<file path="src/rtl/core/rqrs_pkg.sv">
package rqrs_pkg;

   localparam int QUEUE_DEPTH = 4;

   typedef enum logic [1:0] {
      KIND_NONE   = 2'd0,
      KIND_EVERY  = 2'd1,
      KIND_LINEAR = 2'd2,
      KIND_QUAD   = 2'd3
   } kind_type;

   typedef struct packed {
      logic full;
      logic empty;
   } q_status_type;

endpackage

</file>
<file path="src/rtl/core/rqrs_queue.sv">
module rqrs_queue #(
   parameter int WIDTH = 8
) (
   input  logic                   clock,
   input  logic                   reset,
   input  logic                   push,
   input  logic                   pop,
   input  logic [WIDTH-1:0]       wr_data,
   output logic [WIDTH-1:0]       rd_data,
   output rqrs_pkg::q_status_type status
);
   import rqrs_pkg::*;

   localparam int PW = $clog2(QUEUE_DEPTH);

   logic [WIDTH-1:0] mem_ff [QUEUE_DEPTH];
   logic [PW-1:0]    head_ff, head_in;
   logic [PW-1:0]    tail_ff, tail_in;
   logic [PW:0]      count_ff, count_in;

   always_comb begin
      head_in  = pop ? head_ff + 1'b1 : head_ff;
      tail_in  = push ? tail_ff + 1'b1 : tail_ff;
      case ({push, pop})
         2'b10:   count_in = count_ff + 1'b1;
         2'b01:   count_in = count_ff - 1'b1;
         default: count_in = count_ff;
      endcase
   end

   always_ff @(posedge clock) begin
      if (reset) begin
         head_ff  <= '0;
         tail_ff  <= '0;
         count_ff <= '0;
      end else begin
         head_ff  <= head_in;
         tail_ff  <= tail_in;
         count_ff <= count_in;
      end
   end

   always_ff @(posedge clock) begin
      if (push) begin
         mem_ff[tail_ff] <= wr_data;
      end
   end

   assign rd_data      = mem_ff[head_ff];
   assign status.full  = count_ff == (PW+1)'(QUEUE_DEPTH);
   assign status.empty = count_ff == '0;

endmodule

</file>
<file path="config.mk">
export PLATFORM = sky130hd
export DESIGN_NAME = rqrs_queue
export DESIGN_NICKNAME = d
export VERILOG_FILES = /design/src/rtl/core/rqrs_pkg.sv /design/src/rtl/core/rqrs_queue.sv
export SDC_FILE = /design/constraint.sdc
export NUM_CORES = 1
export LEC_CHECK = 0
export BUFFER_PORTS_ARGS = -buffer_cell sky130_fd_sc_hd__buf_4
export CAP_MARGIN = 20
export CORE_MARGIN = 1
export CORE_UTILIZATION = 50
export CTS_CLUSTER_DIAMETER = 120
export CTS_CLUSTER_SIZE = 40
export DETAILED_ROUTE_END_ITERATION = 16
export PLACE_DENSITY = 0.72
export SKIP_CTS_REPAIR_TIMING = 1
export SYNTH_ARGS = -nofsm -noshare
export SYNTH_HDL_FRONTEND = slang
export SYNTH_SLANG_ARGS = --single-unit
</file>
<file path="constraint.sdc">
create_clock -name clock -period 5.08 [get_ports clock]
set_input_delay 1.27 -clock clock [delete_from_list [all_inputs] [get_ports clock]]
set_output_delay 1.27 -clock clock [all_outputs]
set_load 0.05 [all_outputs]
</file>
Word level (Yosys, flattened, before mapping)
Memories as Yosys holds them, arrays and structs flattened. A register that Yosys moved wholly into a read port is not among the register bits.
Index checks and enable logic that the tools add are counted.
Operators by class
  $add $sub $neg: 4
  equality and inequality tests: 3
  mux-type cells: 5
  reductions and logical operators: 2
Operator list (number)
  3-bit case mux with 2 select lines: 1
  2-bit by 1-bit adder with 2-bit output (second input constant): 2
  2-bit two-way mux: 2
  3-bit by 1-bit adder with 3-bit output (second input constant): 1
  3-bit == test (second input constant): 1
  3-bit logical NOT: 1
  3-bit by 1-bit subtractor with 3-bit output (second input constant): 1
  2-bit by 1-bit == test with 1-bit output (second input constant): 1
  2-bit == test (second input constant): 1
  1-bit two-way mux: 2
  2-bit nonzero test: 1
Word-level totals
  flip-flop bits (word level): 7
  bits in writable memories: 32
  output and inout port bits: 10
  word-level logic and storage cells: 18
  memories kept: 1
Memory list
  mem_ff: words 4, bits a word 8, rd ports 1, clocked after memory_dff 1, wr ports 1, line rqrs_queue.sv:16  | logic [WIDTH-1:0] mem_ff [QUEUE_DEPTH];

Depth between registers and ports, before layout
  depth in word-level cells: 3
  depth in mapped cells: 7

Worst setup path after synthesis
No wires, ideal clock.
  kind: register to output
  from: register count_ff[1]
  to: output status[0] in the netlist's numbering
  arrival time: 1.397 ns
  data required time: 3.810 ns
  path slack: 2.413 ns
  stages on the path, launching flop included: 2
  buffers on the path: 0
  cells stage by stage: dfxtp_1 nor3_1
RTL lines
  start, declared: line rqrs_queue.sv:19  | logic [PW:0] count_ff, count_in;
  start signal, assigned: line rqrs_queue.sv:39  | count_ff <= count_in;
  end, declared: line rqrs_queue.sv:10  | output rqrs_pkg::q_status_type status

==> results.rst <==
.. list-table::
   :header-rows: 1

   * - Metric
     - Value
   * - Die boundary width
     - 58.42 um
   * - Worst hold margin
     - between 500 and 600 ps
   * - Synth Warn #
     - 0
   * - Maximum clock skew at final layout
     - 5.768 ps
   * - Largest net degree at the start of global routing
     - 13
   * - Post-route minimum period
     - ~3000 ps
   * - Slowest CP cell
     - dfxtp_1
   * - Clk Tree Root Cell
     - clkbuf_4
   * - Crit path DAT
     - 1800 ps
   * - Number of buffers created by CTS
     - 5
   * - Max-cap violation count
     - 0
   * - Data required time of the worst path
     - 3810 ps
   * - Insertion delay of the later-clocked pin in the worst-skew pair
     - 340 ps
   * - Post-synthesis register bit count
     - 41
   * - Source of the worst hold timing path
     - count_ff[2]
   * - Die height
     - just under 60 um
   * - Net count reported at finish
     - between 100 and 150
   * - Final Max Slew Viols
     - 0
   * - Detailed Route Iter0 Violations
     - 10
   * - Post-synthesis average cell area
     - 17.88 um^2
   * - Final setup violation count
     - 0
   * - Type of element capturing the critical path
     - primary output
   * - Pwr dens
     - roughly 380 nW/um^2
   * - Destination of the worst register-to-register timing path
     - count_ff[2]
   * - Category of cells accounting for the largest share of critical-path delay
     - flip-flops
   * - Average wire per cell in the routed design
     - between 10 and 15 um
   * - Area overhead of the layout relative to synthesis
     - 16.51%
   * - Kind of critical path
     - reg2out
   * - CTS clk-pin slew, worst paths
     - around 110 ps
   * - Sink count of the clock tree
     - 41
   * - Overall routed net length
     - 2.293 mm
   * - Status
     - finished, final reports clean
   * - Number of vias per cell after detailed routing
     - just under 5
   * - Crit share post-route
     - 0.6050
   * - Worst min-delay path category
     - reg2reg
   * - Share of layout cells above drive strength 1
     - 0.3217
   * - Max VDD drop
     - roughly 0.23 mV
   * - Syn_nets
     - 107
   * - Endpoint of the worst hold path
     - count_ff[2]
   * - Library cells used by synthesis
     - 20
   * - Combined buffer and inverter count along the critical path
     - 1
   * - Hold-critical path depth
     - 2
   * - Area of the placeable core
     - 3028 um^2
   * - Slew at the pin closest to its max-slew limit
     - 556.3 ps
   * - Depth of the worst register-to-register path
     - 5
   * - Launching element type of the critical path
     - flip-flop
   * - Summed instance area of the synthesized netlist
     - 1592 um^2
   * - HPWL after DPL
     - 1.575 mm
   * - Number of rows created at floorplan
     - 20
   * - Initial Utilization
     - 0.5256
   * - # port buffers
     - 21
   * - GRT Total Usage
     - 0.1571
   * - Diodes inserted
     - 0
   * - Setup repair after global routing missed its margin
     - false
   * - Depth of the CTS H-tree
     - 2
   * - Antenna violations before repair
     - 0
   * - Max Fclk
     - 325.4 MHz
   * - Routed Antenna Nets
     - 0
   * - Number of global-route vias before repair
     - 826
   * - Vias after detailed routing
     - 781
   * - DRC violation count after routing
     - 0
   * - Sum of negative setup slack
     - 0 ps
   * - # IOs
     - 22
   * - Max-Slew Margin vs Limit
     - 0.6286
   * - Cell-by-cell listing of the critical path
     - mux4_2 > buf_4
   * - Final Hold Viols
     - 0
   * - Residual overflow from global routing
     - 0
   * - Routability congestion estimate from global placement
     - 0.6282
   * - Deepest clock path buffer count
     - 2
   * - RR Startpoint
     - count_ff[0]
   * - Maximum cell stage delay along the critical path
     - 690 ps
   * - R2R setup slack
     - 3520 ps
   * - Standby leakage power
     - 0.6765 nW
   * - Most common cell after layout, fill and taps aside
     - edfxtp_1
   * - Cell count after synthesis
     - 89
   * - Critical path fanouts, max
     - 8
   * - Sequential share of the synthesized area
     - 0.7170
   * - Die area
     - 3413 um^2
   * - TritonCTS clock tree
     - done
   * - Length of the first detailed-routing pass in iterations
     - 4
   * - Post-layout total power
     - 699.9 uW
   * - Commonest cells after routing, fill and taps aside
     - edfxtp_1, buf_4, dfxtp_1
   * - Global-route wire length before repair
     - 3.719 mm
==> metrics by stage <==
| step | setup slack, ps | utilization | cell area, um^2 | instances |
|---|---|---|---|---|
| after floorplan | 2413 | - | 1592 | 89 |
| after global placement | 2358 | 0.5893 | 1784 | 151 |
| after detailed placement | 2333 | 0.5893 | 1784 | 151 |
| after CTS | 1941 | 0.6124 | 1854 | 159 |
| after global routing | 1876 | 0.6124 | 1854 | 159 |
| final | 2007 | 0.6124 | 1854 | 159 |
==> worst max path at each step <==
stage	cells after the start	slack, ps	startpoint	to
2_1_floorplan	1	2410	count_ff[1]	status[0]
3_3_place_gp	8	2360	push	count_ff[2]
3_5_place_dp	8	2330	push	count_ff[2]
4_1_cts	2	1940	flip-flop	rd_data[4]
5_1_grt	2	1880	flip-flop	rd_data[7]
6_report	2	2010	flip-flop	rd_data[0]
==> where the power goes <==
group,internal [mW],total [mW],leakage (nW),switching [mW]
clock network,0.0803,0.178,0.0413,0.0982
registers,0.382,0.396,0.368,0.0138
logic,0.0484,0.126,0.267,0.0774
==> area by class of cell <==
| type | count | area (um^2) |
|---|---|---|
| clock buffers | 7 | 65.06 |
| clock inverters | 1 | 5.005 |
| fillers | 244 | 1174 |
| inverters | 6 | 22.52 |
| multi-input cells | 39 | 407.9 |
| flip-flops and latches | 41 | 1141 |
| well taps | 44 | 55.05 |
| repair buffers | 21 | 157.7 |
==> registers in the layout, indices dropped and copies added, names as in the netlist, named ones only <==
register / count
count_ff: 3
head_ff: 2
mem_ff: 32
tail_ff: 2
==> worst reg2reg max path: cells and delay by family (launching register included) <==
family	cells	cell delay (ps)
adder cells (fa/ha/maj)	1	430
flip-flops	1	390
AND/OR/NAND/NOR	1	300
XOR/XNOR	1	160
AO/OA/AOI/OAI	1	140
buffers and inverters	1	90
==> cell families after synthesis <==
logic type      Yosys count  share of synthesized area
flops                    41                     0.7170
buf+inv                   9                    0.02672
simple gates             16                    0.04795
compound gates            3                   0.009431
xor+xnor                  5                    0.02752
mux                       9                     0.1195
fa+ha+maj                 6                    0.05189
==> synth_stat cells <==
cell type,count,area [um^2]
edfxtp_1,32,960.9
dfxtp_1,9,180.2
mux4_2,8,180.2
nor2_1,8,30.03
inv_1,6,22.52
ha_1,5,62.56
and2_1,4,25.02
xor2_1,3,26.28
a21oi_1,2,10.01
xnor2_1,2,17.52
and3_1,1,6.260
buf_6,1,11.26
clkbuf_1,1,3.750
clkbuf_2,1,5.000
fa_1,1,20.02
mux2i_1,1,10.01
nand2_1,1,3.750
nor3_1,1,5.000
o21ai_0,1,5.000
or3_1,1,6.260
==> metal layers <==
layer  global-route usage  share of wire  wire (um)  vias up
met5                    0              0          0        -
met4              0.08163          0.018         42        0
met3              0.05495          0.059        135        5
met2               0.2677           0.49       1134       22
met1               0.1743           0.43        980      377
li1                     -              -          -      377
(Power assumes the default switching activity.)
