==> src/rtl/core/rqrs_pkg.sv <==
package rqrs_pkg;

   localparam int QUEUE_DEPTH = 4;

   typedef enum logic [1:0] {
      KIND_NONE   = 2'd0,
      KIND_EVERY  = 2'd1,
      KIND_LINEAR = 2'd2,
      KIND_QUAD   = 2'd3
   } kind_type;

   typedef struct packed {
      logic full;
      logic empty;
   } q_status_type;

endpackage

==> src/rtl/core/rqrs_if.sv <==
interface rqrs_req_if;
   logic               valid;
   logic               ready;
   logic signed [31:0] coef_a;
   logic signed [31:0] coef_b;
   logic signed [31:0] coef_c;

   modport source (output valid, coef_a, coef_b, coef_c, input ready);
   modport sink (input valid, coef_a, coef_b, coef_c, output ready);
endinterface


==> src/rtl/core/rqrs_front.sv <==
module rqrs_front #(
   parameter int COEF_WIDTH = 32,
   parameter int EW         = 8
) (
   input  logic                   clock,
   input  logic                   reset,
   rqrs_req_if.sink               req_chan,
   input  rqrs_pkg::q_status_type q_status,
   output logic                   push,
   output logic [EW-1:0]          entry
);
   import rqrs_pkg::*;

   localparam int CW = COEF_WIDTH;
   localparam int DW = 2 * CW + 1;

   typedef struct packed {
      kind_type        kind;
      logic [CW-1:0]   a;
      logic [CW-1:0]   b;
      logic [CW-1:0]   c;
      logic [DW-1:0]   disc;
   } entry_type;

   function automatic logic [CW-1:0] mag(input logic [CW-1:0] v);
      return v[CW-1] ? CW'(-v) : v;
   endfunction

   logic              en;
   logic              f1_v_ff;
   logic [CW-1:0]     f1_a_ff, f1_b_ff, f1_c_ff;
   logic              f2_v_ff;
   logic [CW-1:0]     f2_a_ff, f2_b_ff, f2_c_ff;
   logic [2*CW-1:0]   bb_ff, bb_in;
   logic [2*CW-1:0]   p_ff, p_in;
   logic [DW-1:0]     bbx, p4;
   logic              neg_ac, have;
   entry_type         e;

   assign en             = !f2_v_ff || !q_status.full;
   assign req_chan.ready = en;
   assign push           = f2_v_ff && !q_status.full;

   always_ff @(posedge clock) begin
      if (reset) begin
         f1_v_ff <= 1'b0;
         f2_v_ff <= 1'b0;
      end else if (en) begin
         f1_v_ff <= req_chan.valid;
         f2_v_ff <= f1_v_ff;
      end
   end

   assign bb_in = (2*CW)'(mag(f1_b_ff)) * (2*CW)'(mag(f1_b_ff));
   assign p_in  = (2*CW)'(mag(f1_a_ff)) * (2*CW)'(mag(f1_c_ff));

   always_ff @(posedge clock) begin
      if (en) begin
         f1_a_ff <= req_chan.coef_a[CW-1:0];
         f1_b_ff <= req_chan.coef_b[CW-1:0];
         f1_c_ff <= req_chan.coef_c[CW-1:0];
         f2_a_ff <= f1_a_ff;
         f2_b_ff <= f1_b_ff;
         f2_c_ff <= f1_c_ff;
         bb_ff   <= bb_in;
         p_ff    <= p_in;
      end
   end

   always_comb begin
      bbx    = DW'(bb_ff);
      p4     = {p_ff[2*CW-2:0], 2'b00};
      neg_ac = (p_ff != '0) && (f2_a_ff[CW-1] != f2_c_ff[CW-1]);
      have   = neg_ac || (p4 <= bbx);
      e.a    = f2_a_ff;
      e.b    = f2_b_ff;
      e.c    = f2_c_ff;
      e.disc = neg_ac ? bbx + p4 : bbx - p4;
      if (f2_a_ff == '0) begin
         if (f2_b_ff != '0) begin
            e.kind = KIND_LINEAR;
         end else if (f2_c_ff == '0) begin
            e.kind = KIND_EVERY;
         end else begin
            e.kind = KIND_NONE;
         end
      end else begin
         e.kind = have ? KIND_QUAD : KIND_NONE;
      end
   end

   assign entry = EW'(e);

endmodule

==> src/flat_wrapper.sv <==
// flat-port wrapper written by rule: the top's interface ports become plain ports
module rqrs_front_flat import rqrs_pkg::*;
#(
   parameter int COEF_WIDTH = 32,
   parameter int EW         = 8
)
  (clock, reset, q_status, push, entry, req_chan_valid, req_chan_coef_a, req_chan_coef_b, req_chan_coef_c, req_chan_ready);
  rqrs_req_if req_chan_i ();
  input  logic clock;
  input  logic reset;
  input  rqrs_pkg::q_status_type q_status;
  output logic push;
  output logic [EW-1:0] entry;
  input wire logic [$bits(req_chan_i.valid)-1:0] req_chan_valid;
  input wire logic [$bits(req_chan_i.coef_a)-1:0] req_chan_coef_a;
  input wire logic [$bits(req_chan_i.coef_b)-1:0] req_chan_coef_b;
  input wire logic [$bits(req_chan_i.coef_c)-1:0] req_chan_coef_c;
  output wire logic [$bits(req_chan_i.ready)-1:0] req_chan_ready;
  assign req_chan_i.valid = req_chan_valid;
  assign req_chan_i.coef_a = req_chan_coef_a;
  assign req_chan_i.coef_b = req_chan_coef_b;
  assign req_chan_i.coef_c = req_chan_coef_c;
  assign req_chan_ready = req_chan_i.ready;
  rqrs_front #(.COEF_WIDTH(COEF_WIDTH), .EW(EW)) u_core (.clock(clock), .reset(reset), .req_chan(req_chan_i), .q_status(q_status), .push(push), .entry(entry));
endmodule
==> config.mk <==
export PLATFORM = sky130hd
export DESIGN_NAME = rqrs_front_flat
export DESIGN_NICKNAME = d
export VERILOG_FILES = /design/src/rtl/core/rqrs_pkg.sv /design/src/rtl/core/rqrs_if.sv /design/src/rtl/core/rqrs_front.sv /design/src/flat_wrapper.sv
export SDC_FILE = /design/constraint.sdc
export NUM_CORES = 2
export LEC_CHECK = 0
export BUFFER_PORTS_ARGS = -buffer_cell sky130_fd_sc_hd__clkbuf_2
export CAP_MARGIN = 0
export CORE_MARGIN = 8
export CORE_UTILIZATION = 29
export DETAILED_ROUTE_END_ITERATION = 10
export PLACE_DENSITY = 0.42
export SLEW_MARGIN = 20
export SYNTH_ARGS = -nofsm -noshare
export SYNTH_HDL_FRONTEND = slang
export SYNTH_SLANG_ARGS = --single-unit
==> constraint.sdc <==
create_clock -name clock -period 16.85 [get_ports clock]
set_input_delay 2.5275 -clock clock [delete_from_list [all_inputs] [get_ports clock]]
set_output_delay 2.5275 -clock clock [all_outputs]
set_load 0.01 [all_outputs]
# Word-level counts from Yosys, hierarchy flattened
# Index checks and enable logic that the tools add are counted.
# op_classes
n_div	0
muxes	4
n_eq_ne	1
mul	2
bitwise	0
magnitude_cmp	0
addsub	5
n_reduce_logical	6
n_shift	0
# ops
operator	n
$mux 32	3
$neg 32->32	3
$mul 32x32->64	1
$reduce_bool 64->1	1
$mul 32x32->8	1
$add 8x8->8	1
$mux 8	1
$sub 8x8->8	1
$logic_and 1x1->1	2
$logic_not 1->1	2
$logic_or 1x1->1	1
$ne 1x1->1	1
# word_totals
output_inout_bits	10
latchBits	0
regBits	234
romBits	0
elab_cells	27
in_bits	101
n_memories	0
ram_bits	0

# Depth between registers and ports, before layout
# logic_depth
word_depth	3
depth_mapped	39
depth_no_buf	36

# Worst setup path before layout
# OpenSTA, ideal clock, no wires.
# synth_timing
path_type	flip-flop to flip-flop
from	register u_core.f1_a_ff[0]
to	register u_core.p_ff[59], data pin
required_time_ns	16.576
synth_period_minus_slack_ns	10.927
setup_time_ns	0.274
t_arrival_ns	10.653
slack_ns	5.923
stages_incl_launch_ff	38
n_path_buf	4
cell_sequence	edfxtp_1 -> clkbuf_1 -> inv_1 -> clkbuf_1 -> ha_1 -> nand2b_1 -> or3_1 -> or3_1 -> or3_4 -> or3b_1 -> or4_1 -> or4_4 -> nand2_1 -> xor2_1 -> buf_2 -> nor2_1 -> fa_1 -> inv_1 -> [2 not listed] -> fa_1 -> inv_1 -> fa_1 -> fa_1 -> fa_1 -> fa_1 -> ha_1 -> clkbuf_1 -> nand2_1 -> o21ai_0 -> a221oi_1 -> nor3b_1 -> o31a_1 -> o21ai_0 -> a31oi_1 -> a21boi_0 -> o41ai_1 -> xor2_1
# synth_via
elab_chain_len	3
# synth_lines
item	line_no	text
from (decl)	rqrs_front.sv:31	logic [CW-1:0] f1_a_ff, f1_b_ff, f1_c_ff;
from (signal assigned)	rqrs_front.sv:59	f1_a_ff <= req_chan.coef_a[CW-1:0];
$neg 32->32	rqrs_front.sv:26	return v[CW-1] ? CW'(-v) : v;
$mux 32 (*)	rqrs_front.sv:26	
$mul 32x32->64 (*)	rqrs_front.sv:55	assign p_in = (2*CW)'(mag(f1_a_ff)) * (2*CW)'(mag(f1_c_ff));
net u_core.p_in[59]	rqrs_front.sv:35	logic [2*CW-1:0] p_ff, p_in;
to (signal assigned)	rqrs_front.sv:66	p_ff <= p_in;
to (decl)	rqrs_front.sv:35	
# Mark *: on every way through the listed nets, which the timed path passes. The rest lies on a longest branch.
# A chain may end at the register's enable or synchronous reset.

# Worst setup path after layout
# layout_timing
from	register u_core.f1_a_ff[0]
to	register u_core.p_ff[60], data pin
# Same word-level chain as after synthesis.

==> summary.md <==
The logs give 0 for the final setup violation count and 0 for the quantity of gates resized following cts. Summed over all layers, the global routing overflow is 0. The tools report the overall via count from detail_route as 28,600.

The critical path data required time was 17.10 ns; the count of routing violations after the opening detailed-route iteration was 1,666. The tool flagged a number of max-cap violations equal to 0. The number of buffers inserted by port buffering came out at 84.

The critical path in this run is classified as reg -> reg. The run gives 2 as the maximum buffer depth of the clock tree. The tools report the starting density of the core as 0.292.

The portion of the clock cycle consumed by the worst path in the final layout was 0.736; the portion of netlist area occupied by mux cells was 0.000801. The run gives 4 as the initial antenna violation count. The min-delay analysis places its worst path in the category reg -> reg. Final hold slack: 0.463 ns. The library cell used most frequently in the layout, excluding fill and tap cells, is inv_1.

The number of core rows is 134, and the total length of routed wires is 134 mm. The later pin in the worst-skew pair is clocked with a latency of 0.52 ns. The total area inside the core boundary comes to 0.134 mm^2. In the synthesized netlist the dominant register cell turns out to be edfxtp_1.

Setup repair after global routing left no endpoint under its margin. The run gives 0.147 mm^2 as the floorplan die area. The logs give 0.186 for the total global-route track usage and 0 for the total number of yosys warnings.

The parity-gate share of the synthesized area counting xor and xnor cells came out at 0.0439. The kind of end point of the critical path is a flip-flop. For this run, design rule violations remaining after detail routing come to 0.

STA classifies the critical path startpoint as a flip-flop. The vias per cell was 4.75; the post-synthesis share of cell area spent on and, or, nand and nor gates was 0.136. The share of layout cells above drive strength 1 works out to 0.0742.

On the worst path, the slowest cell contributes a delay of 0.72 ns. The total negative slack for setup checks came out at 0 ns. The die is 383 um tall. The run finished with clean final reports. Wire length of the first global-routing pass: 202 mm. The number of global-route vias before repair is 30,600, and the placed wire-length estimate after detailed placement is 109 mm. The run gives 0 as the final count of hold timing violations.

The headroom to the max-slew limit was 0.246; the clock period minus final worst setup slack was 12.39 ns. The average wire per standard cell is 22.2 um. TritonCTS built the clock tree. After clock tree synthesis, the flow added hold-fix buffers numbering 0.

The maximum level of the CTS H-tree was 4; the number of enable flip-flop cells after synthesis was 145. After synthesis, the largest family of logic cells by area is adder cells. The slowest stage of the critical path belongs to the cell o41ai_1. In this run the worst path has a maximum fanout of 20.

Routability-driven placement finished with a final weighted congestion of 0.868. For the final clock skew, the log shows 0.0432 ns. After synthesis the netlist holds a flip-flop and latch count of 147.

The detail route stage leaves a number of antenna-violating nets equal to 0. The clock slew at the register clock pins of the worst setup and hold paths is 0.07 ns, and the sequential cell area fraction in the yosys report is 0.113. Counting the buffers created by CTS gives 17.

The tools report the signal arrival time at the worst endpoint as 12.65 ns. The most numerous cell type found on the critical path is fa_1. For the maximum clock rate, the log shows 80.7 MHz.

Summing every instance area after synthesis gives 0.0391 mm^2. The number of instances in the synthesized netlist is 4,213. The clock drives 147 sinks.

The number of setup buffers added after CTS was 0. The transition time at the pin with the least slew margin was 1.12 ns; the post-synthesis compound-gate area fraction was 0.0438. Share of synthesized flip-flops with an asynchronous set or reset: 0. A synthesized cell averages 9.27 um^2.

The adder-cell share of the synthesized area was 0.555. The pre-antenna-repair detailed-routing pass consisted of 5 iterations. The number of max-slew violations in the final report was 0; the largest net degree at the start of global routing was 69. Relative to the synthesized area, the layout overhead comes to 10.5%. The tools report the number of top-level design ports as 111. After synthesis, the netlist uses 63 different library cells. Number of nets in the layout: 5,535. The die is 383 um wide. The library cells used most frequently in the layout, excluding fill and tap cells, are inv_1, fa_1, nor2_1. The root buffer cell chosen for the clock tree is clkbuf_16.
==> synth_stat cells, types with 2 or more instances <==
master / n / area [um^2]
buf_2: 5 / 25.0
o41ai_1: 6 / 52.6
a32oi_1: 2 / 17.5
o31a_1: 4 / 35.0
nand2_1: 532 / 2000
nor3_1: 17 / 85.1
nor4_1: 20 / 125
a211oi_1: 6 / 45.0
and2_1: 12 / 75.1
mux2i_1: 2 / 20.0
a31oi_1: 9 / 56.3
a221oi_1: 2 / 17.5
edfxtp_1: 145 / 4350
nand3_1: 18 / 90.1
a311oi_1: 4 / 35.0
nor2b_1: 7 / 43.8
nand3b_1: 3 / 22.5
clkbuf_1: 173 / 649
buf_4: 10 / 75.1
o211ai_1: 3 / 22.5
inv_1: 922 / 3460
or3_1: 12 / 75.1
dfxtp_1: 2 / 40.0
xnor2_1: 110 / 963
or3b_2: 2 / 17.5
nor2_1: 603 / 2260
or2_2: 9 / 56.3
nand4_1: 23 / 144
fa_1: 906 / 18100
xor2_1: 84 / 736
and3_1: 5 / 31.3
nand2b_1: 18 / 113
nor4b_1: 3 / 26.3
o21bai_1: 16 / 120
a21oi_1: 85 / 425
o21ai_0: 55 / 275
ha_1: 283 / 3540
o21a_1: 9 / 67.6
o31ai_1: 16 / 120
a21boi_0: 7 / 52.6
a21o_1: 29 / 218
a221o_1: 2 / 20.0
or4_1: 12 / 90.1
==> layout make-up <==
| cell class | count | area, um^2 |
|---|---|---|
| diodes | 2 | 5.00 |
| clock buffers | 18 | 429 |
| clock inverters | 14 | 196 |
| fillers | 14000 | 90500 |
| inverters | 922 | 3460 |
| multi-input cells | 2958 | 31200 |
| flip-flops and latches | 147 | 4390 |
| well taps | 1768 | 2210 |
| repair buffers | 199 | 1290 |
==> path summary, 6_finish.rpt <==
kind         depth (start not counted)              start         endpoint  slack [ns]
min                                  2     u_core.f1_v_ff   u_core.f1_v_ff        0.46
max reg2reg                         37  u_core.f1_a_ff[0]  u_core.p_ff[60]        4.46
min reg2reg                          2     u_core.f1_v_ff   u_core.f1_v_ff        0.46
max                                 37  u_core.f1_a_ff[0]  u_core.p_ff[60]        4.46
==> cell families (layout without fill, tap and decap cells) <==
kind of cell	after synthesis	after routing
and+or+nand+nor	1302	1302
muxes	3	3
DFF	147	147
buffers and inverters	1110	1153
other	1	5
xor gates and xnor gates	195	195
AOI/OAI and AO/OA	266	266
adders and majority gates	1189	1189
==> metrics by stage <==
stage,instances,setup slack [ns],instance area [um^2],utilization
after CTS,6026,4.42,43100,0.323
final,6028,4.46,43100,0.323
after floorplan,4215,5.92,39100,-
after global placement,5993,4.51,42500,0.318
after global routing,6028,3.92,43100,0.323
after detailed placement,5994,4.46,42500,0.318
==> flip-flops by register name, summed over array words and instances, names as in the netlist <==
name            count
u_core.f1_c_ff     32
u_core.f1_a_ff     32
u_core.f1_v_ff      1
u_core.f2_a_ff      1
u_core.bb_ff        7
u_core.f2_c_ff      1
u_core.f2_v_ff      1
u_core.p_ff        64
u_core.f1_b_ff      8
==> critical path: cells and delay by family, from the launching register on <==
family,cells,cell delay [ns]
buf+inv,8,1.02
flops,1,0.36
compound gates,5,2.08
simple gates,12,3.82
fa+ha+maj,10,4.54
xor+xnor,2,0.31
==> layer usage <==
| metal | track usage | part of all wire | up-vias |
|---|---|---|---|
| li1 | - | - | 12600 |
| met2 | 0.318 | 0.49 | 684 |
| met3 | 0.0175 | 0.042 | 156 |
| met1 | 0.251 | 0.44 | 15200 |
| met5 | 0 | 0 | - |
| met4 | 0.0528 | 0.030 | 0 |
Power is not shown: default switching activity piles up to over one toggle a cycle in this logic, so the estimate is an artifact.
